**src/rtl/sfr_pkg.sv**
```systemverilog
// Shared constants and types for the serial frame receiver with sum check.
// Used by the channel interfaces and by the top level; no dependencies.
package sfr_pkg;

	// Payload widths.
	localparam int unsigned BYTE_W = 8;
	localparam int unsigned POS_W  = 3;
	localparam int unsigned NUM_FB = 3;

	// Framing codes.
	localparam logic [BYTE_W-1:0] START_BYTE = 8'hEF;
	localparam logic [BYTE_W-1:0] END_BYTE   = 8'hFE;

	// Write position reached by an overlong frame.
	localparam logic [POS_W-1:0] ABORT_POS = 3'd5;

	typedef logic [BYTE_W-1:0] byte_t;

endpackage

```
**src/rtl/sfr_if.sv**
```systemverilog
// Valid/ready channel interfaces for received bytes and for frame results.
// Depends on sfr_pkg for payload widths.
interface sfr_byte_if;
	logic           valid;
	logic           ready;
	sfr_pkg::byte_t rx_byte;

	modport source (output valid, output rx_byte, input ready);
	modport sink (input valid, input rx_byte, output ready);
endinterface

interface sfr_result_if;
	logic           valid;
	logic           ready;
	logic           frame_ok;
	sfr_pkg::byte_t function_code;
	sfr_pkg::byte_t data_value;
	sfr_pkg::byte_t check_value;

	modport source (output valid, output frame_ok, output function_code,
		output data_value, output check_value, input ready);
	modport sink (input valid, input frame_ok, input function_code,
		input data_value, input check_value, output ready);
endinterface

```
**src/rtl/serial_frame_receiver_sum_check.sv**
```systemverilog
// Top level of the serial frame receiver with sum check.
// Depends on sfr_pkg and on the interfaces in sfr_if.sv.
//
// Usage:
//   Bytes from a serial receiver arrive on the rx channel, one per transfer.
//   A 0xEF byte starts (or restarts) a frame; the following bytes are kept at
//   positions 1..3, a 0xFE in the fourth position still ends the frame, and
//   any other fourth byte aborts the frame without a result. A 0xFE byte ends
//   the frame and, at positions 1..3, is first stored in place. On the frame
//   channel one result transfer follows each completed frame: frame_ok is set
//   when byte 1 plus byte 2, at full width, equals byte 3, and the three bytes
//   are shown on pass and zero on fail. Bytes outside a frame are dropped.
//
//   Throughput is one byte per cycle. A byte is captured in an input
//   register and from there updates the frame state and, on a 0xFE that
//   ends a frame, loads the result register that drives the frame channel.
//   The result register is the only limit: while a result waits and the
//   receiver holds ready low, a byte that would produce another result waits
//   in the input register and rx ready drops. Bytes that produce no result
//   keep moving during such a stall. Reset clears the frame state, the input
//   valid and the result valid.
module serial_frame_receiver_sum_check (
	input  logic              clk,
	input  logic              arst_n,
	sfr_byte_if.sink          rx,
	sfr_result_if.source      frame
);

	// Input register.
	logic           valid_s1;
	sfr_pkg::byte_t byte_s1;

	// Frame state.
	logic                       in_frame_q;
	logic [sfr_pkg::POS_W-1:0]  wpos_q;
	sfr_pkg::byte_t             fb_q [sfr_pkg::NUM_FB];

	// Result register.
	logic           res_valid_q;
	logic           res_ok_q;
	sfr_pkg::byte_t res_fc_q;
	sfr_pkg::byte_t res_dv_q;
	sfr_pkg::byte_t res_cv_q;

	// Decode of the registered byte.
	logic                       is_start;
	logic                       is_end;
	logic                       gives_result;
	logic                       advance;
	logic                       out_free;
	logic [sfr_pkg::POS_W-1:0]  wpos_inc;
	sfr_pkg::byte_t             eff [sfr_pkg::NUM_FB];
	logic [sfr_pkg::BYTE_W:0]   sum;
	logic                       pass;

	assign is_start     = (byte_s1 == sfr_pkg::START_BYTE);
	assign is_end       = (byte_s1 == sfr_pkg::END_BYTE);
	assign gives_result = valid_s1 && !is_start && in_frame_q && is_end;
	assign out_free     = !res_valid_q || frame.ready;
	assign advance      = valid_s1 && (!gives_result || out_free);
	assign rx.ready     = !valid_s1 || advance;
	assign wpos_inc     = wpos_q + 1'b1;

	// Frame bytes with the current byte stored at the write position.
	always_comb begin
		for (int i = 0; i < sfr_pkg::NUM_FB; i++) begin
			eff[i] = fb_q[i];
			if (wpos_q == sfr_pkg::POS_W'(i + 1)) begin
				eff[i] = byte_s1;
			end
		end
		sum  = {1'b0, eff[0]} + {1'b0, eff[1]};
		pass = (sum == {1'b0, eff[2]});
	end

	// Input register.
	always_ff @(posedge clk or negedge arst_n) begin
		if (!arst_n) begin
			valid_s1 <= 1'b0;
		end else if (rx.ready) begin
			valid_s1 <= rx.valid;
		end
	end

	always_ff @(posedge clk) begin
		if (rx.ready && rx.valid) begin
			byte_s1 <= rx.rx_byte;
		end
	end

	// Frame state update.
	always_ff @(posedge clk or negedge arst_n) begin
		if (!arst_n) begin
			in_frame_q <= 1'b0;
			wpos_q     <= '0;
			for (int i = 0; i < sfr_pkg::NUM_FB; i++) begin
				fb_q[i] <= '0;
			end
		end else if (advance) begin
			if (is_start) begin
				in_frame_q <= 1'b1;
				wpos_q     <= sfr_pkg::POS_W'(1);
				for (int i = 0; i < sfr_pkg::NUM_FB; i++) begin
					fb_q[i] <= '0;
				end
			end else if (in_frame_q) begin
				if (is_end || wpos_inc >= sfr_pkg::ABORT_POS) begin
					in_frame_q <= 1'b0;
					wpos_q     <= '0;
					for (int i = 0; i < sfr_pkg::NUM_FB; i++) begin
						fb_q[i] <= '0;
					end
				end else begin
					wpos_q <= wpos_inc;
					for (int i = 0; i < sfr_pkg::NUM_FB; i++) begin
						fb_q[i] <= eff[i];
					end
				end
			end
		end
	end

	// Result register.
	always_ff @(posedge clk or negedge arst_n) begin
		if (!arst_n) begin
			res_valid_q <= 1'b0;
		end else if (advance && gives_result) begin
			res_valid_q <= 1'b1;
		end else if (frame.ready) begin
			res_valid_q <= 1'b0;
		end
	end

	always_ff @(posedge clk) begin
		if (advance && gives_result) begin
			res_ok_q <= pass;
			res_fc_q <= pass ? eff[0] : '0;
			res_dv_q <= pass ? eff[1] : '0;
			res_cv_q <= pass ? eff[2] : '0;
		end
	end

	assign frame.valid         = res_valid_q;
	assign frame.frame_ok      = res_ok_q;
	assign frame.function_code = res_fc_q;
	assign frame.data_value    = res_dv_q;
	assign frame.check_value   = res_cv_q;

	// Idle state keeps the position at zero and the frame bytes clear.
	a_idle_clear: assert property (@(posedge clk) disable iff (!arst_n)
		!in_frame_q |-> (wpos_q == '0 && fb_q[0] == '0 && fb_q[1] == '0
			&& fb_q[2] == '0))
		else $error("idle frame state not cleared");

	// The write position never reaches the abort position.
	a_pos_range: assert property (@(posedge clk) disable iff (!arst_n)
		wpos_q < sfr_pkg::ABORT_POS)
		else $error("write position out of range");

	// A failed frame shows zero bytes.
	a_fail_zero: assert property (@(posedge clk) disable iff (!arst_n)
		(frame.valid && !frame.frame_ok) |-> (frame.function_code == '0
			&& frame.data_value == '0 && frame.check_value == '0))
		else $error("failed frame with nonzero bytes");

	// A passed frame satisfies the sum check.
	a_pass_sum: assert property (@(posedge clk) disable iff (!arst_n)
		(frame.valid && frame.frame_ok) |->
			(({1'b0, frame.function_code} + {1'b0, frame.data_value})
				== {1'b0, frame.check_value}))
		else $error("passed frame fails sum check");

	// A result that finishes while the output is blocked holds the input.
	a_stall_hold: assert property (@(posedge clk) disable iff (!arst_n)
		(gives_result && !out_free) |-> !rx.ready)
		else $error("input taken while result is blocked");

endmodule

```
**src/flat_wrapper.sv**
```systemverilog
// flat-port wrapper written by rule: the top's interface ports become plain ports
module serial_frame_receiver_sum_check_flat 
  (clk, arst_n, rx_valid, rx_rx_byte, rx_ready, frame_valid, frame_frame_ok, frame_function_code, frame_data_value, frame_check_value, frame_ready);
  sfr_byte_if rx_i ();
  sfr_result_if frame_i ();
  input  logic clk;
  input  logic arst_n;
  input wire logic [$bits(rx_i.valid)-1:0] rx_valid;
  input wire logic [$bits(rx_i.rx_byte)-1:0] rx_rx_byte;
  output wire logic [$bits(rx_i.ready)-1:0] rx_ready;
  output wire logic [$bits(frame_i.valid)-1:0] frame_valid;
  output wire logic [$bits(frame_i.frame_ok)-1:0] frame_frame_ok;
  output wire logic [$bits(frame_i.function_code)-1:0] frame_function_code;
  output wire logic [$bits(frame_i.data_value)-1:0] frame_data_value;
  output wire logic [$bits(frame_i.check_value)-1:0] frame_check_value;
  input wire logic [$bits(frame_i.ready)-1:0] frame_ready;
  assign rx_i.valid = rx_valid;
  assign rx_i.rx_byte = rx_rx_byte;
  assign rx_ready = rx_i.ready;
  assign frame_valid = frame_i.valid;
  assign frame_frame_ok = frame_i.frame_ok;
  assign frame_function_code = frame_i.function_code;
  assign frame_data_value = frame_i.data_value;
  assign frame_check_value = frame_i.check_value;
  assign frame_i.ready = frame_ready;
  serial_frame_receiver_sum_check u_core (.clk(clk), .arst_n(arst_n), .rx(rx_i), .frame(frame_i));
endmodule
```
**config.mk**
```make
export PLATFORM = sky130hd
export DESIGN_NAME = serial_frame_receiver_sum_check_flat
export DESIGN_NICKNAME = d
export VERILOG_FILES = /design/src/rtl/sfr_pkg.sv /design/src/rtl/sfr_if.sv /design/src/rtl/serial_frame_receiver_sum_check.sv /design/src/flat_wrapper.sv
export SDC_FILE = /design/constraint.sdc
export NUM_CORES = 1
export LEC_CHECK = 0
export ABC_CLOCK_PERIOD_IN_PS = 7600
export BUFFER_PORTS_ARGS = -buffer_cell sky130_fd_sc_hd__buf_2
export CORE_MARGIN = 5
export CORE_UTILIZATION = 55
export DETAILED_ROUTE_END_ITERATION = 8
export PLACE_DENSITY = 0.74
export REMOVE_ABC_BUFFERS = 1
export SLEW_MARGIN = 20
export SYNTH_ARGS = -nofsm -noshare
export SYNTH_HDL_FRONTEND = slang
export SYNTH_SLANG_ARGS = --single-unit
export TNS_END_PERCENT = 30
```
**constraint.sdc**
```tcl
create_clock -name clk -period 7.6 [get_ports clk]
set_clock_uncertainty 0.15 [all_clocks]
set_input_delay 0.38 -clock clk [delete_from_list [all_inputs] [get_ports clk]]
set_output_delay 0.38 -clock clk [all_outputs]
set_load 0.005 [all_outputs]
```
=== Word-level counts from Yosys, hierarchy flattened ===
Cells that the tools add are included.

* Divide/modulo/power cells: 0
* Bitwise gates (word level): 0
* Add/sub/neg operators: 2
* Multipliers: 0
* Multiplexer cells: 14
* Equal/unequal tests: 6
* $lt $le $gt $ge: 1
* Shift-type cells: 0
* Reduce and logical (&&, ||, !) cells: 17

{| class="wikitable"
|+ Operators by type and width
! operator !! count
|-
| 24-bit 2-to-1 mux || 3
|-
| 8-bit 2-to-1 mux || 3
|-
| 8-bit == test (second input constant) || 2
|-
| 8-bit by 8-bit adder with 9-bit output || 1
|-
| 9-bit by 8-bit == test with 1-bit output || 1
|-
| 3-bit 2-to-1 mux || 3
|-
| 3-bit by 2-bit == test with 1-bit output (second input constant) || 2
|-
| 1-bit logical AND || 6
|-
| 1-bit 2-to-1 mux || 5
|-
| 1-bit logical NOT || 4
|-
| 1-bit logical OR || 4
|-
| 2-bit nonzero test || 2
|-
| 3-bit by 1-bit adder with 3-bit output (second input constant) || 1
|-
| 3-bit by 1-bit == test with 1-bit output (second input constant) || 1
|-
| 3-bit greater-or-equal comparator (second input constant) || 1
|-
| 2-bit AND reduction || 1
|}

* ROM bits: 0
* Output and inout port bits: 27
* Bits of input ports: 12
* Latch bits: 0
* Logic and storage cells: 52
* Memories: 0
* RAM bits: 0
* Register bits after elaboration: 63

=== Longest topological paths before layout ===
Gate-level depths: netlist of the first run.

* Depth after elaboration: 10
* Mapped depth: 17
* Mapped depth without buffers: 14

=== Least setup slack after synthesis of the first run ===
No wires, ideal clock.

* Kind: reg2reg
* From: reg u_core.wpos_q[0] in the netlist's numbering
* To: reg u_core.res_dv_q[0], in the netlist u_core.frame.data_value[0], data pin
* Arrival time: 3.614 ns
* Stages on the path, launching flop included: 18
* Period minus slack after synthesis: 3.935 ns
* Setup time: 0.170 ns
* Slack: 3.665 ns
* Required time: 7.280 ns
* Buffers on the path: 3
* Path through: dfrtp_1 inv_1 ha_1 and2b_1 buf_6 clkbuf_1 nor2_1 a21oi_1 inv_1 ha_1 a41o_1 a31oi_1 o21ai_1 mux2i_1 nand2_1 a2111o_1 buf_1 nor4_2

* Word-level cells in the longest chain between the ends: 4
* Elaborated cells on any way between the ends: 8
* Those cells by class: add/sub: 1; eq/ne: 4; mux: 3

{| class="wikitable"
|+ Ends and longest elaborated chain
! what !! line !! source
|-
| from (decl) || serial_frame_receiver_sum_check.sv:35 || <nowiki>logic [sfr_pkg::POS_W-1:0] wpos_q;</nowiki>
|-
| from (signal assigned) || serial_frame_receiver_sum_check.sv:102 || <nowiki>wpos_q <= sfr_pkg::POS_W'(1);</nowiki>
|-
| from (signal assigned) || serial_frame_receiver_sum_check.sv:114 || <nowiki>wpos_q <= wpos_inc;</nowiki>
|-
| 3-bit by 1-bit == test with 1-bit output / 3-bit by 2-bit == test with 1-bit output (equally long branches) || serial_frame_receiver_sum_check.sv:68 || <nowiki>if (wpos_q == sfr_pkg::POS_W'(i + 1)) begin</nowiki>
|-
| 8-bit 2-to-1 mux || serial_frame_receiver_sum_check.sv:68 ||
|-
| 8-bit by 8-bit adder with 9-bit output || serial_frame_receiver_sum_check.sv:72 || <nowiki>sum = {1'b0, eff[0]} + {1'b0, eff[1]};</nowiki>
|-
| 9-bit by 8-bit == test with 1-bit output || serial_frame_receiver_sum_check.sv:73 || <nowiki>pass = (sum == {1'b0, eff[2]});</nowiki>
|-
| to (signal assigned) || serial_frame_receiver_sum_check.sv:138 || <nowiki>res_dv_q <= pass ? eff[1] : '0;</nowiki>
|-
| to (decl) || serial_frame_receiver_sum_check.sv:42 || <nowiki>sfr_pkg::byte_t res_dv_q;</nowiki>
|}

Parallel ways exist; a longest one is shown, timed or not.
A chain may end at the register's enable or synchronous reset.

=== Final worst setup path of the first run ===
* From: reg u_core.wpos_q[0] in the netlist's numbering
* To: reg u_core.res_fc_q[1], in the netlist u_core.frame.function_code[1], data pin

* Word-level cells in the longest chain between the ends: 4
* Elaborated cells on any way between the ends: 8
* Those cells by class: add/sub: 1; eq/ne: 4; mux: 3

{| class="wikitable"
|+ Ends and longest elaborated chain
! what !! line !! source
|-
| 3-bit by 1-bit == test with 1-bit output / 3-bit by 2-bit == test with 1-bit output (equally long branches) || serial_frame_receiver_sum_check.sv:68 ||
|-
| 8-bit 2-to-1 mux || serial_frame_receiver_sum_check.sv:68 ||
|-
| 8-bit by 8-bit adder with 9-bit output || serial_frame_receiver_sum_check.sv:72 ||
|-
| 9-bit by 8-bit == test with 1-bit output || serial_frame_receiver_sum_check.sv:73 ||
|-
| to (signal assigned) || serial_frame_receiver_sum_check.sv:137 || <nowiki>res_fc_q <= pass ? eff[0] : '0;</nowiki>
|-
| to (decl) || serial_frame_receiver_sum_check.sv:41 || <nowiki>sfr_pkg::byte_t res_fc_q;</nowiki>
|}

Parallel ways exist; a longest one is shown, timed or not.

==> results of run 1 <==
[sequential cells by signal, summed over array words and instances (netlist names)]
signal                      count
u_core.frame.function_code      8
u_core.fb_q                    24
u_core.frame.valid              1
u_core.wpos_q                   3
u_core.in_frame_q               1
u_core.frame.frame_ok           1
u_core.frame.check_value        8
u_core.byte_s1                  8
u_core.valid_s1                 1
u_core.frame.data_value         8
[final timing paths]
check / start / to / slack (ns) / depth (start not counted)
setup / recovery: u_core.wpos_q[0]$_DFFE_PN0P_ / u_core.frame.function_code[1]$_SDFFCE_PP0P_ / 2.58 / 14
setup reg to reg: u_core.wpos_q[0]$_DFFE_PN0P_ / u_core.frame.function_code[1]$_SDFFCE_PP0P_ / 2.58 / 14
hold / removal: rx_rx_byte[5] / u_core.byte_s1[5]$_DFFE_PP_ / 0.05 / 1
min in group asynchronous: arst_n / u_core.in_frame_q$_DFFE_PN0P_ / 0.46 / 2
hold reg to reg: u_core.fb_q[19]$_DFFE_PN0P_ / u_core.fb_q[19]$_DFFE_PN0P_ / 0.33 / 2
max in group asynchronous: arst_n / u_core.fb_q[1]$_DFFE_PN0P_ / 6.39 / 2
[cell families (layout without fill, tap and decap cells)]
family / count (synthesis) / count (layout) / synth area share (%)
DFF: 63 / 63 / 46.7
and+or+nand+nor: 100 / 100 / 16.3
adders and majority gates: 12 / 12 / 3.89
buffers and inverters: 50 / 83 / 5.74
xor gates and xnor gates: 20 / 20 / 4.70
AOI/OAI and AO/OA: 84 / 84 / 16.5
muxes: 21 / 21 / 6.17
[power by group through the flow]
stage | clock network [W] | logic, W | registers [W]
4_1_cts | 0.000312 | 0.00108 | 0.000491
3_3_place_gp | 0 | 0.00105 | 0.000493
6_report | 0.000308 | 0.00109 | 0.000494
5_1_grt | 0.000331 | 0.00119 | 0.000501
3_5_place_dp | 0 | 0.00107 | 0.000497
2_1_floorplan | 0 | 0.000820 | 0.000476
[cells in the mapped netlist (4+ instances only)]
cell      count  area [µm²]
nand2_1      34         128
edfxtp_1     33         991
dfrtp_1      30         751
inv_1        24        90.1
o31ai_1      19         143
mux2i_1      18         180
nor4_2       18         225
clkbuf_1     16        60.1
nor2_1       16        60.1
o21ai_0      13        65.1
xnor2_1      13         114
a21oi_1      11        55.1
ha_1         10         125
nand2b_1      9        56.3
xor2_1        7        61.3
a22o_1        6        52.6
buf_2         6        30.0
a221oi_1      4        35.0
a32o_1        4        40.0
nor4_1        4        25.0
[metal layers]
layer  wire length, µm  up-vias  global-route usage, %
li1                  -     1362                      -
met1              3780     1365                   28.5
met2              3720      105                   31.1
met3               497       14                   3.74
met4               169        0                   9.03
met5                 0        -                      0
[final cells by class]
type	count	area, µm²	share of cell area [%]
multi-input combinational	237	1790	43.0
sequential	63	1740	41.9
timing repair buffer	43	230	5.54
clock buffer	14	173	4.15
tap	80	100	2.41
inverter	24	90.1	2.17
clock inverter	2	36.3	0.872
[stage by stage]
stage / worst slack (ns) / instance area, µm²
3_5_place_dp: 2.67 / 3940
5_1_grt: 2.26 / 4160
2_1_floorplan: 2.76 / 3610
3_3_place_gp: 2.86 / 3940
6_report: 2.58 / 4160
4_1_cts: 2.61 / 4160
[worst max-delay path, cell delays in order, from the launching register on]
cell	delay, ns
dfrtp_1	0.44
inv_1	0.13
ha_1	0.45
and2b_1	0.67
nor2_1	0.08
a21oi_1	0.25
inv_1	0.08
ha_1	0.34
a41o_1	0.24
a31oi_1	0.22
o21ai_1	0.12
mux2i_1	0.16
nand2_1	0.06
a2111o_1	0.83
a2111oi_1	0.56
[repair_timing]
action | CTS | global route
hold endpoints to repair | 30 | 0
buffers inserted | 0 | 0
hold buffers | 1 | 0
==> flow_summary.yaml, run 1 <==
outcome:
  status: "completed"
finish:
  final_util_pct: 62.2
  fill_cells: 575
  final_cell_mix: "38 x buf_2, 34 x nand2_1, 33 x edfxtp_1"
  drive_gt1_share_pct: 21.4
  final_common_cell: "buf_2"
  layout.nets: 400
  antennaDiodeCount: 0
  instances_no_fill: 463
  syn2layout_area_growth_pct: 11.5
drt:
  firstDrtPassIters: 5
  drtAntennaViolNets: 0
  initialDrtViolationCount: 273
  routed_wl_um: 8160
  via_count: 2846
  viasPerCell: 6.15
  drc: 0
  drt-wirelength-per-cell_um: 17.6
clocking:
  clk_pin_slew_worst_paths_ns: 0.07
  cts_max_level: 3
  cts_buffer_depth: 2
  clkSinkCount: 63
  cts_tree: "yes"
  clockRootBuffer: "clkbuf_8"
  cts-resized-gates: 0
  cts_buffers: 9
  clock_latency_ns: 0.35
place:
  portBuffers: 38
  dp_cells: 446
  finalWeightedCongestion: 0.890
  hpwl_um: 5590
floorplan:
  fp.dieH_um: 92.4
  start_util_pct: 55.8
  design.die.area_mm2: 0.00853
  rows: 30
  die_x_um: 92.4
  core_mm2: 0.00668
  io_pins: 39
timing:
  hold_viol_final: 0
  slew_violations: 0
  hold_slack_ns: 0.0473
  slew_headroom_pct: 25.0
  fin_crit_sh_pct: 66.0
  rsz0062_at_grt: "false"
  final-setup-viol-count: 0
  tightest_slew_ns: 1.12
  max_freq_mhz: 199
  layout_min_cycle_time_ns: 5.02
  fin_setup_tns_ns: 0
power_and_ir_drop:
  seqPwrFrac_pct: 26.2
  comb_power_share_pct: 57.5
  leakage_nw: 1.68
  p_int_w: 0.000961
  peakVddDrop_v: 0.000228
  p_switching_w: 0.000926
  power_w: 0.00189
  pwr_density_cell_mw_per_mm2: 454
  clockPowerShare_pct: 16.3
  swShare_pct: 49.1
grt:
  grt_max_degree: 38
  antenna_found_initial: 0
  overflow: 0
  track_usage_pct: 20.4
  grt_pass1_vias: 2631
  grt_pass1_wl_um: 13400
synthesis:
  syn_avg_cell_area_um2: 10.7
  async_flop_share_pct: 47.6
  yosysUniqueCellTypes: 55
  yosysSeqAreaShare_pct: 46.7
  ys.flop_type: "edfxtp_1"
  synth-seq-cells: 63
  syn_area_mm2: 0.00373
  syn_inst: 350
  ys_warn_count: 0
  synth_edf_count: 33
worst_setup_path:
  crit_fanout: 25
  cp-start-kind: "flop"
  worst_ep_required_time_ns: 7.58
  crit_type: "reg -> reg"
  worst_setup_path_end_kind: "flop"
  crit_arrival_ns: 4.99
hold_path:
  worstHoldPathType: "in -> reg"
flow_run:
  cap_violations: 0
Note: power is estimated with default switching activity, not from simulation.
==> run 2, diff against run 1 <==
--- a/config.mk
+++ b/config.mk
@@ -5,12 +5,12 @@
 export SDC_FILE = /design/constraint.sdc
 export NUM_CORES = 1
 export LEC_CHECK = 0
-export ABC_CLOCK_PERIOD_IN_PS = 7600
+export ABC_CLOCK_PERIOD_IN_PS = 4200
 export BUFFER_PORTS_ARGS = -buffer_cell sky130_fd_sc_hd__buf_2
 export CORE_MARGIN = 5
-export CORE_UTILIZATION = 55
+export CORE_UTILIZATION = 53
 export DETAILED_ROUTE_END_ITERATION = 8
-export PLACE_DENSITY = 0.74
+export PLACE_DENSITY = 0.75
 export REMOVE_ABC_BUFFERS = 1
 export SLEW_MARGIN = 20
 export SYNTH_ARGS = -nofsm -noshare
==> constraint.sdc (replaced) <==
create_clock -name clk -period 4.2 [get_ports clk]
set_clock_uncertainty 0.15 [all_clocks]
set_input_delay 0.21 -clock clk [delete_from_list [all_inputs] [get_ports clk]]
set_output_delay 0.21 -clock clk [all_outputs]
set_load 0.005 [all_outputs]
==> run 2 against run 1 <==
  * First-iteration DRC count shrank 20%
  * Non-clock buffer count increased by 26
  * Critical path depth unchanged
  * Sequential cell count did not move
  * Fmax increased by 28%
  * Clock power up 83%
  * Largest cell class unchanged
  * Critical path type unchanged
  * Sequential share of layout area is 2.4 points lower
  * Worst hold slack better by 0.25 ns
  * Design area rose by 6.0%
  * Sequential power increased by 82%
  * Global-route usage up 0.90 points
==> flow_summary.yaml, run 2 (synthesis results as in run 1) <==
outcome:
  status: "completed"
drt:
  drtAntennaViolNets: 0
  drt-wirelength-per-cell_um: 17.5
  initialDrtViolationCount: 219
  firstDrtPassIters: 4
  drc: 0
  viasPerCell: 5.79
  via_count: 2926
  routed_wl_um: 8840
finish:
  seqCellArea_mm2: 0.00174
  fin_area_mm2: 0.00441
  final_cell_mix: "38 x buf_2, 34 x nand2_1, 33 x edfxtp_1"
  fill_cells: 565
  instances_no_fill: 505
  drive_gt1_share_pct: 24.9
  multi_input_area_mm2: 0.00179
  largest-register: "u_core.fb_q"
  layout.nets: 426
  antennaDiodeCount: 0
  final_common_cell: "buf_2"
  largest_reg_flops: 24
  syn2layout_area_growth_pct: 18.2
worst_setup_path:
  crit_fanout: 11
  worst_setup_path_end_kind: "flop"
  crit_arrival_ns: 3.90
  cp-start-kind: "flop"
  crit_type: "reg -> reg"
  worst_ep_required_time_ns: 4.18
place:
  dp_cells: 478
  postPlaceCellArea_mm2: 0.00408
  finalWeightedCongestion: 0.890
  hpwl_um: 6140
  portBuffers: 38
flow_run:
  cap_violations: 0
timing:
  tightest_slew_ns: 0.708
  hold_slack_ns: 0.300
  slew_violations: 0
  slew_headroom_pct: 52.8
  final-setup-viol-count: 0
  rsz0062_at_grt: "false"
  hold_viol_final: 0
  fin_crit_sh_pct: 93.3
  layout_min_cycle_time_ns: 3.92
  max_freq_mhz: 255
grt:
  grt_pass1_vias: 2890
  track_usage_pct: 21.3
  overflow: 0
  antenna_found_initial: 0
  grt_max_degree: 37
  grt_pass1_wl_um: 14500
clocking:
  clockRootBuffer: "clkbuf_8"
  clkSinkCount: 63
  clk_pin_slew_worst_paths_ns: 0.07
  cts_max_level: 3
  cts_buffers: 9
  cts_buffer_depth: 2
  clock_latency_ns: 0.34
  cts_tree: "yes"
floorplan:
  fp.dieH_um: 93.9
  rows: 30
  io_pins: 39
  start_util_pct: 54.6
  core_mm2: 0.00683
  design.die.area_mm2: 0.00882
  die_x_um: 93.9
power_and_ir_drop:
  leakage_nw: 1.80
  power_w: 0.00365
  pwr_density_cell_mw_per_mm2: 827
  peakVddDrop_v: 0.000492
hold_path:
  worstHoldPathType: "in -> async"
==> run 2: cell types whose count changed in the layout (fill, tap and decap cells not counted), sizes merged <==
cell / previous run / this run
buf: 42 / 58
dlygate4sd3: 1 / 11
clkinv: 0 / 4
clkbuf: 14 / 11
inv: 25 / 24
==> run 2: routing by layer <==
layer | global-route usage, % | vias to the layer above | part of all wire (%)
met5 | 0 | - | 0
met1 | 28.7 | 1411 | 45
li1 | - | 1400 | -
met3 | 3.61 | 23 | 5.4
met2 | 33.8 | 92 | 47
met4 | 9.39 | 0 | 3.2
==> run 2: worst paths after layout <==
kind	from	endpoint	slack [ns]	cells past startpoint
setup / recovery	u_core.wpos_q[1]$_DFFE_PN0P_	u_core.frame.check_value[4]$_SDFFCE_PP0P_	0.28	14
hold / removal	arst_n	u_core.wpos_q[1]$_DFFE_PN0P_	0.30	2
setup reg to reg	u_core.wpos_q[1]$_DFFE_PN0P_	u_core.frame.check_value[4]$_SDFFCE_PP0P_	0.28	14
hold reg to reg	u_core.fb_q[2]$_DFFE_PN0P_	u_core.fb_q[2]$_DFFE_PN0P_	0.34	2
max in group asynchronous	arst_n	u_core.fb_q[9]$_DFFE_PN0P_	3.14	2
min in group clk	u_core.fb_q[2]$_DFFE_PN0P_	u_core.fb_q[2]$_DFFE_PN0P_	0.34	2
==> run 2: power breakdown <==
group	internal (W)	switching (W)
Combinational	0.000803	0.00138
Clock	0.000324	0.000240
Sequential	0.000758	0.000140
==> run 2: layout make-up <==
cell class	instances	area share [%]
flip-flops and latches	63	39.5
well taps	96	2.72
multi-input cells	237	40.6
clock inverters	5	1.22
clock buffers	11	3.69
repair buffers	69	10.2
inverters	24	2.04
==> run 2: timing repair <==
item | CTS | global route
hold buffers | 11 | 0
hold endpoints to repair | 40 | 0
resized for setup | 0 | 2
setup endpoints to repair | 0 | 4
setup buffers | 0 | 0
==> run 2: critical path: stages (launching register included) <==
cell	delay, ns
dfrtp_1	0.40
inv_1	0.08
ha_1	0.20
buf_4	0.17
o21bai_1	0.42
inv_1	0.12
o22ai_1	0.13
o21ai_0	0.08
and2_1	0.17
ha_1	0.19
a311o_1	0.30
o221ai_1	0.24
nand3_1	0.11
a2111o_2	0.55
a2111oi_1	0.39
==> run 2: per-stage QoR <==
stage / setup slack (ns) / utilization [%] / setup TNS, ns
global placement: 0.338 / 59.7 / 0
CTS: 0.258 / 64.5 / 0
detailed placement: 0.309 / 59.7 / 0
floorplan: -0.643 / - / -14.62
finish: 0.282 / 64.5 / 0
global route: 0.000791 / 64.5 / 0
